===== src/rtl/egcd_pkg.sv =====
// package: shared constants and sequencer state type for the extended gcd block
package egcd_pkg;

  // default operand width
  localparam int DATA_WIDTH_DEF = 32;

  // sequencer states
  typedef enum logic [2:0] {
    ST_IDLE,
    ST_START,
    ST_CHECK,
    ST_DIV,
    ST_UPDATE,
    ST_FINISH
  } state_t;

endpackage


===== src/rtl/egcd_if.sv =====
// interfaces: operand request channel and coefficient response channel

interface egcd_req_if #(
  parameter int DATA_WIDTH = egcd_pkg::DATA_WIDTH_DEF
);
  logic                         valid;
  logic                         ready;
  logic signed [DATA_WIDTH-1:0] operand_a;
  logic signed [DATA_WIDTH-1:0] operand_b;

  modport source (output valid, output operand_a, output operand_b, input ready);
  modport sink   (input valid, input operand_a, input operand_b, output ready);
endinterface

interface egcd_rsp_if #(
  parameter int DATA_WIDTH = egcd_pkg::DATA_WIDTH_DEF
);
  logic                         valid;
  logic                         ready;
  logic signed [DATA_WIDTH-1:0] coef_x;
  logic signed [DATA_WIDTH-1:0] coef_y;
  logic        [DATA_WIDTH-2:0] gcd_value;

  modport source (output valid, output coef_x, output coef_y, output gcd_value, input ready);
  modport sink   (input valid, input coef_x, input coef_y, input gcd_value, output ready);
endinterface


===== src/rtl/extended_gcd_bezout_top.sv =====
// top level: iterative extended euclidean unit returning bezout coefficients and gcd
//
// Takes signed operands a and b and returns x, y with a*x + b*y = gcd(|a|,|b|), plus the
// gcd. One item at a time: each quotient step runs a restoring divider one quotient bit
// per cycle while the same bits drive shift-add accumulation of the two new convergents,
// then an update state merges them and a check state tests for a zero remainder. At 32
// bits an item needs at most about 46 quotient steps, and far fewer for typical operands.
// A zero operand goes from the check state straight to the finish state. The result sits
// in an output register, and the next item is taken while it waits; a finished item holds
// in the last state only if the previous result has not yet been taken. The most negative
// operand value is outside the supported range.
module extended_gcd_bezout_top #(
  parameter int DATA_WIDTH = egcd_pkg::DATA_WIDTH_DEF
) (
  input  logic      clk,
  input  logic      rst,
  egcd_req_if.sink  req,
  egcd_rsp_if.source rsp
);
  import egcd_pkg::*;

  localparam int CNT_W = $clog2(DATA_WIDTH);

  state_t state, state_next;

  // operand magnitudes, signs and convergent matrix
  logic [DATA_WIDTH-1:0] a, b;
  logic                  na, nb;
  logic                  a_smaller;
  logic                  a_gt;
  logic                  odd;
  logic [DATA_WIDTH-1:0] c11, c12, c21, c22;

  // divider and accumulator registers
  logic [DATA_WIDTH-1:0] dvd, dvs, rem;
  logic [DATA_WIDTH-1:0] acc1, acc2;
  logic [CNT_W-1:0]      cnt;

  logic                  out_valid;
  logic [DATA_WIDTH-1:0] coef_x, coef_y;
  logic [DATA_WIDTH-2:0] gcd_value;

  // combinational helpers
  logic                  req_xfer;
  logic                  rsp_free;
  logic [DATA_WIDTH:0]   trial;
  logic [DATA_WIDTH:0]   diff;
  logic                  qbit;
  logic [DATA_WIDTH-1:0] xm, ym, gsel;
  logic                  xn, yn;

  assign req_xfer = req.valid && req.ready;
  assign rsp_free = !out_valid || rsp.ready;

  // one restoring division step
  assign trial = {rem, dvd[DATA_WIDTH-1]};
  assign diff  = trial - {1'b0, dvs};
  assign qbit  = !diff[DATA_WIDTH];

  // coefficient selection from previous convergents and step parity
  always_comb begin
    if (a_smaller) begin
      xm = c12;
      xn = na ^ !odd;
      ym = c22;
      yn = nb ^ odd;
    end else begin
      xm = c22;
      xn = na ^ odd;
      ym = c12;
      yn = nb ^ !odd;
    end
    if (xm == '0) xn = 1'b0;
    if (ym == '0) yn = 1'b0;
    gsel = (a != '0) ? a : b;
  end

  // state register
  always_ff @(posedge clk) begin
    if (rst) begin
      state <= ST_IDLE;
    end else begin
      state <= state_next;
    end
  end

  // next state and handshake
  always_comb begin
    state_next = state;
    req.ready  = 1'b0;
    case (state)
      ST_IDLE: begin
        req.ready = 1'b1;
        if (req.valid) state_next = ST_START;
      end
      ST_START: state_next = ST_CHECK;
      ST_CHECK: begin
        if (a == '0 || b == '0) state_next = ST_FINISH;
        else state_next = ST_DIV;
      end
      ST_DIV: begin
        if (cnt == '0) state_next = ST_UPDATE;
      end
      ST_UPDATE: state_next = ST_CHECK;
      ST_FINISH: begin
        if (rsp_free) state_next = ST_IDLE;
      end
      default: state_next = ST_IDLE;
    endcase
  end

  // output valid flag
  always_ff @(posedge clk) begin
    if (rst) begin
      out_valid <= 1'b0;
    end else if (state == ST_FINISH && rsp_free) begin
      out_valid <= 1'b1;
    end else if (rsp.ready) begin
      out_valid <= 1'b0;
    end
  end

  // datapath
  always_ff @(posedge clk) begin
    case (state)
      ST_IDLE: begin
        if (req_xfer) begin
          na  <= req.operand_a[DATA_WIDTH-1];
          nb  <= req.operand_b[DATA_WIDTH-1];
          a   <= req.operand_a[DATA_WIDTH-1] ? -req.operand_a : req.operand_a;
          b   <= req.operand_b[DATA_WIDTH-1] ? -req.operand_b : req.operand_b;
          c11 <= DATA_WIDTH'(1);
          c12 <= '0;
          c21 <= '0;
          c22 <= DATA_WIDTH'(1);
          odd <= 1'b0;
        end
      end
      ST_START: a_smaller <= (a < b);
      ST_CHECK: begin
        // larger value is the dividend, equal magnitudes divide b by a
        a_gt <= (a > b);
        dvd  <= (a > b) ? a : b;
        dvs  <= (a > b) ? b : a;
        rem  <= '0;
        acc1 <= '0;
        acc2 <= '0;
        cnt  <= CNT_W'(DATA_WIDTH - 1);
      end
      ST_DIV: begin
        // quotient bits feed horner accumulation of q*c11 and q*c21
        rem  <= qbit ? diff[DATA_WIDTH-1:0] : trial[DATA_WIDTH-1:0];
        dvd  <= {dvd[DATA_WIDTH-2:0], 1'b0};
        acc1 <= {acc1[DATA_WIDTH-2:0], 1'b0} + (qbit ? c11 : '0);
        acc2 <= {acc2[DATA_WIDTH-2:0], 1'b0} + (qbit ? c21 : '0);
        cnt  <= cnt - CNT_W'(1);
      end
      ST_UPDATE: begin
        if (a_gt) a <= rem;
        else b <= rem;
        c11 <= acc1 + c12;
        c12 <= c11;
        c21 <= acc2 + c22;
        c22 <= c21;
        odd <= !odd;
      end
      ST_FINISH: begin
        if (rsp_free) begin
          coef_x    <= xn ? -xm : xm;
          coef_y    <= yn ? -ym : ym;
          // saturate a gcd of 2^(w-1), reachable only with the most negative operand
          gcd_value <= gsel[DATA_WIDTH-1] ? '1 : gsel[DATA_WIDTH-2:0];
        end
      end
      default: ;
    endcase
  end

  assign rsp.valid     = out_valid;
  assign rsp.coef_x    = coef_x;
  assign rsp.coef_y    = coef_y;
  assign rsp.gcd_value = gcd_value;

endmodule


===== src/flat_wrapper.sv =====
// flat-port wrapper written by rule: the top's interface ports become plain ports
module extended_gcd_bezout_top_flat import egcd_pkg::*;
#(
  parameter int DATA_WIDTH = egcd_pkg::DATA_WIDTH_DEF
)
  (clk, rst, req_valid, req_operand_a, req_operand_b, req_ready, rsp_valid, rsp_coef_x, rsp_coef_y, rsp_gcd_value, rsp_ready);
  egcd_req_if #(.DATA_WIDTH(DATA_WIDTH)) req_i ();
  egcd_rsp_if #(.DATA_WIDTH(DATA_WIDTH)) rsp_i ();
  input  logic clk;
  input  logic rst;
  input wire logic [$bits(req_i.valid)-1:0] req_valid;
  input wire logic [$bits(req_i.operand_a)-1:0] req_operand_a;
  input wire logic [$bits(req_i.operand_b)-1:0] req_operand_b;
  output wire logic [$bits(req_i.ready)-1:0] req_ready;
  output wire logic [$bits(rsp_i.valid)-1:0] rsp_valid;
  output wire logic [$bits(rsp_i.coef_x)-1:0] rsp_coef_x;
  output wire logic [$bits(rsp_i.coef_y)-1:0] rsp_coef_y;
  output wire logic [$bits(rsp_i.gcd_value)-1:0] rsp_gcd_value;
  input wire logic [$bits(rsp_i.ready)-1:0] rsp_ready;
  assign req_i.valid = req_valid;
  assign req_i.operand_a = req_operand_a;
  assign req_i.operand_b = req_operand_b;
  assign req_ready = req_i.ready;
  assign rsp_valid = rsp_i.valid;
  assign rsp_coef_x = rsp_i.coef_x;
  assign rsp_coef_y = rsp_i.coef_y;
  assign rsp_gcd_value = rsp_i.gcd_value;
  assign rsp_i.ready = rsp_ready;
  extended_gcd_bezout_top #(.DATA_WIDTH(DATA_WIDTH)) u_core (.clk(clk), .rst(rst), .req(req_i), .rsp(rsp_i));
endmodule

===== config.mk =====
export PLATFORM = sky130hd
export DESIGN_NAME = extended_gcd_bezout_top_flat
export DESIGN_NICKNAME = d
export VERILOG_FILES = /design/src/rtl/egcd_pkg.sv /design/src/rtl/egcd_if.sv /design/src/rtl/extended_gcd_bezout_top.sv /design/src/flat_wrapper.sv
export SDC_FILE = /design/constraint.sdc
export NUM_CORES = 1
export LEC_CHECK = 0
export ABC_CLOCK_PERIOD_IN_PS = 7200
export BUFFER_PORTS_ARGS = -buffer_cell sky130_fd_sc_hd__buf_4
export CAP_MARGIN = 20
export CORE_MARGIN = 1.5
export CORE_UTILIZATION = 45
export CTS_CLUSTER_DIAMETER = 40
export DETAILED_ROUTE_END_ITERATION = 12
export GPL_TIMING_DRIVEN = 0
export PLACE_DENSITY_LB_ADDON = 0.25
export REMOVE_ABC_BUFFERS = 1
export SYNTH_ARGS = -nofsm -noshare
export SYNTH_HDL_FRONTEND = slang
export SYNTH_SLANG_ARGS = --single-unit

===== constraint.sdc =====
create_clock -name clk -period 7.2 [get_ports clk]
set_input_delay 0.36 -clock clk [delete_from_list [all_inputs] [get_ports clk]]
set_output_delay 0.36 -clock clk [all_outputs]
set_load 0.01 [all_outputs]

==> impl_metrics.ini <==
[run_status]
outcome = complete, but fails checks
violations_in_the_final_reports = design-rule violations

[setup_path]
crit_path_cell_trace = inv_1 > ha_1 > fa_1 > nand2b_1 > a211o_1 > a2111oi_2 > o41a_2 > a2111oi_2 > or4_1 > nand4_4 > buf_16 > buf_16 > and2_1 > ha_1 > fa_1 > a21o_1 > nand3_1 > a31o_2 > a2111oi_4 > a31oi_1 > o21ai_0 > mux2i_1 > a221o_1 > o21ai_1
worst-endpoint-arrival_ns = 7.18
worst_path_largest_cell_delay_ns = 0.58
slowest_stage = or4_1
path_max_fanout = 62
cp-start-kind = flop
crit_buf_inv = 3
critPathLaunch = u_core.dvd[31]$_DFFE_PP_
path_delay_family = compound AO/OA/AOI/OAI gates
crit_path_class = flop to flop
timing.critical_path.required_ns = 7.56
setup.worst_path.end_class = flop
rr_startpoint = u_core.dvd[31]$_DFFE_PP_

[grt]
grt_overflow = 0
globalRouteMet2Util = 0.383
grtUsageTotal = 0.223
grt.met3_usage = 0.0293
grt_use_met1 = 0.287
first_pass_grt_wire_length_mm = 122
via_count_of_the_first_global_routing_pass = 23200
top_usage_layer = met2
largest_net_degree_at_the_start_of_global_routing = 72
antenna_violations_before_repair = 0

[run]
max-cap-violations = 0

[layout]
filler_cell_count = 5583
area_delta_synth_final_pct = 18.5
design_area_mm2 = 0.0357
post_route_cells_drive_above_1_share = 0.125
final_core_util = 0.541
antenna_cells_inserted = 0
fin_cells = 4046
fin_nets = 3379

[logic_synthesis]
yosys_warnings = 0
synth_commonest_cells = 457 x edfxtp_1, 274 x nor2_1, 205 x a21oi_1, 199 x nand2_1, 191 x ha_1
synth_edf_count = 457
synth_adder_area_share = 0.0827
synth-async-reset-ratio = 0
yosys.cell_count.top_type = edfxtp_1
synth.area.mux_share = 0.0450
syn_area_mm2 = 0.0301
synth_top_area_cell = edfxtp_1
syn_area_per_cell_um2 = 10.2
netlist.area_leader.share = 0.456
ys.flop_type = edfxtp_1
yosys-top-cells-area = edfxtp_1 46%, ha_1 7.9%, mux2i_1 4.1%
postSynthCellCount = 2953
synth_top_family_by_area = simple AND/OR/NAND/NOR gates
post_synth_xor_area_fraction = 0.0672
ys_types = 81
synth_compound_gate_area_share = 0.154
post_synth_and_or_nand_nor_area_fraction = 0.162
synth_sequential_area_ratio = 0.458
postSynthRegisterBits = 461

[die]
coreArea_mm2 = 0.0660
rows = 94
height_of_the_die_um = 262
die_span_in_x_um = 262
io-pin-count = 165
die_area_mm2 = 0.0685
start_util = 0.456

[timing]
timing.max_slew.rel_slack = 0.228
final-max-slew-violation-count = 0
timing.final.crit_period_ns = 6.82
max_slew.worst_pin.slew_ns = 1.13
setup_viol = 0
final_min_period_over_clock_period = 0.948
achievable_frequency_mhz = 147
rsz0062_at_grt = no
hold_viol = 0
finClkSkew_ns = 0.0207

[clocking]
clk_root_buffer_cell = clkbuf_16
clock_path_buffers = 3
cts_tree = built
tritoncts.num_buffers = 85
cts.repair_timing.setup_buffer_count = 0
worst_setup_hold_path_clk_slew_ns = 0.05
cts.sinks = 461
clock_insertion_delay_worst_skew_ns = 0.61
maximum_level_of_the_cts_h_tree = 3

[hold_path]
hold_path.class = primary input to flop
hold_path_startpoint = req_valid

[power]
power.density_mw_per_mm2 = 319
power.ir.vdd_worst_uv = 167
total_power_mw = 11.4
power.static_leakage_nw = 14.7

[detailed_routing]
viasPerCell = 5.79
routedWlPerCell_um = 19.0
drt-pass1-iter-count = 12
routed_wirelength_mm = 77.1
detailedRoute.firstIterationViolations = 2071
antenna_left = 0
drt_drc_violations_left = 8
via_count = 23400

[place]
placed_area_mm2 = 0.0326
numPortBuffers = 164
placed_cells = 3889
gpl.final_weighted_congestion = 0.903
final_hpwl_from_detailed_placement_mm = 56.2
-- report_power, final --
group          leakage (nW)  internal [mW]  switching [mW]
Combinational          8.97           1.47            2.01
Sequential             4.33           3.45           0.304
Clock                  1.44           2.68            1.47
-- cell type report --
class,count,area (um^2),share of cell area
multi-input cells,2265,15500,0.435
repair buffers,191,1870,0.0524
clock buffers,89,2180,0.0612
well taps,864,1080,0.0303
inverters,111,422,0.0118
flip-flops and latches,461,13800,0.387
clock inverters,65,796,0.0223
-- logic make-up after synthesis --
logic type | after synthesis
compound gates | 728
xor+xnor | 231
fa+ha+maj | 196
buf+inv | 227
flops | 461
mux | 134
simple gates | 976
-- per-layer routing --
layer | part of all wire | vias up | routed length, um
met5 | 0 | - | 0
met4 | 0.029 | 0 | 2250
met3 | 0.052 | 151 | 3970
met2 | 0.48 | 745 | 37100
met1 | 0.44 | 11200 | 33700
li1 | - | 11300 | -
-- worst register-to-register path, stage by stage (launching register included) --
cell and delay, ns:
edfxtp_1 0.44, inv_1 0.07, ha_1 0.22, fa_1 0.45
nand2b_1 0.20, a211o_1 0.30, a2111oi_2 0.52, o41a_2 0.33
a2111oi_2 0.12, or4_1 0.58, nand4_4 0.15, buf_16 0.25
buf_16 0.26, and2_1 0.23, ha_1 0.20, fa_1 0.23
a21o_1 0.15, nand3_1 0.12, a31o_2 0.32, a2111oi_4 0.41
a31oi_1 0.21, o21ai_0 0.35, mux2i_1 0.28, a221o_1 0.17
o21ai_1 0.05
-- stage by stage --
| stage | setup WS (ns) | hold WS [ns] | setup TNS (ns) |
|---|---|---|---|
| 2_1_floorplan | -1.21 | 0.429 | -176.84 |
| 6_report | 0.376 | 0.106 | 0 |
| 5_1_grt | 0.0442 | 0.122 | 0 |
| 4_1_cts | 0.209 | 0.0703 | 0 |
| 3_3_place_gp | -7.66 | 0.501 | -2147.08 |
| 3_5_place_dp | -0.343 | 0.513 | -0.887 |
-- final timing paths --
path | to | slack, ns | depth (start not counted)
worst max-delay path | u_core.acc1[31]$_SDFFCE_PN0P_ | 0.38 | 24
worst min-delay path | u_core.state[0]$_SDFFE_PP0P_ | 0.11 | 3
worst max register to register | u_core.acc1[31]$_SDFFCE_PN0P_ | 0.38 | 24
worst min register to register | u_core.dvd[6]$_DFFE_PP_ | 0.52 | 2
-- registers in the layout, summed over array words and instances (netlist names), 3 cells and up --
signal and count:
u_core.rsp.coef_y 32, u_core.dvs 32, u_core.rsp.coef_x 32, u_core.c12 32, u_core.b 32, u_core.a 32, u_core.rsp.gcd_value 31, u_core.acc1 32
u_core.dvd 32, u_core.c21 32, u_core.state 3, u_core.acc2 32, u_core.c22 32, u_core.c11 32, u_core.cnt 5, u_core.rem 32
-- layout by cell type (no fill, tap or decap), types with 35 or more instances in the layout --
cell type  instances
inv_1            110
o21ai_0          176
nand2b_1          36
ha_1             191
clkbuf_16         87
nand2_1          195
nor2_1           270
a211o_1           38
and3_1            98
a21oi_1          205
and2_1            78
nand3_1           35
mux2i_1          123
xnor2_1          119
buf_4            164
a21o_1           107
edfxtp_1         457
nor3_1            83
xor2_1           112
-- repair_timing --
action	in CTS	in global routing
endpoints found under the hold margin	4	0
pin swaps	0	0
endpoints found under the setup margin	6	4
hold buffers	1	0
gates resized for setup	4	4
Note: power is estimated with default switching activity, not from simulation.
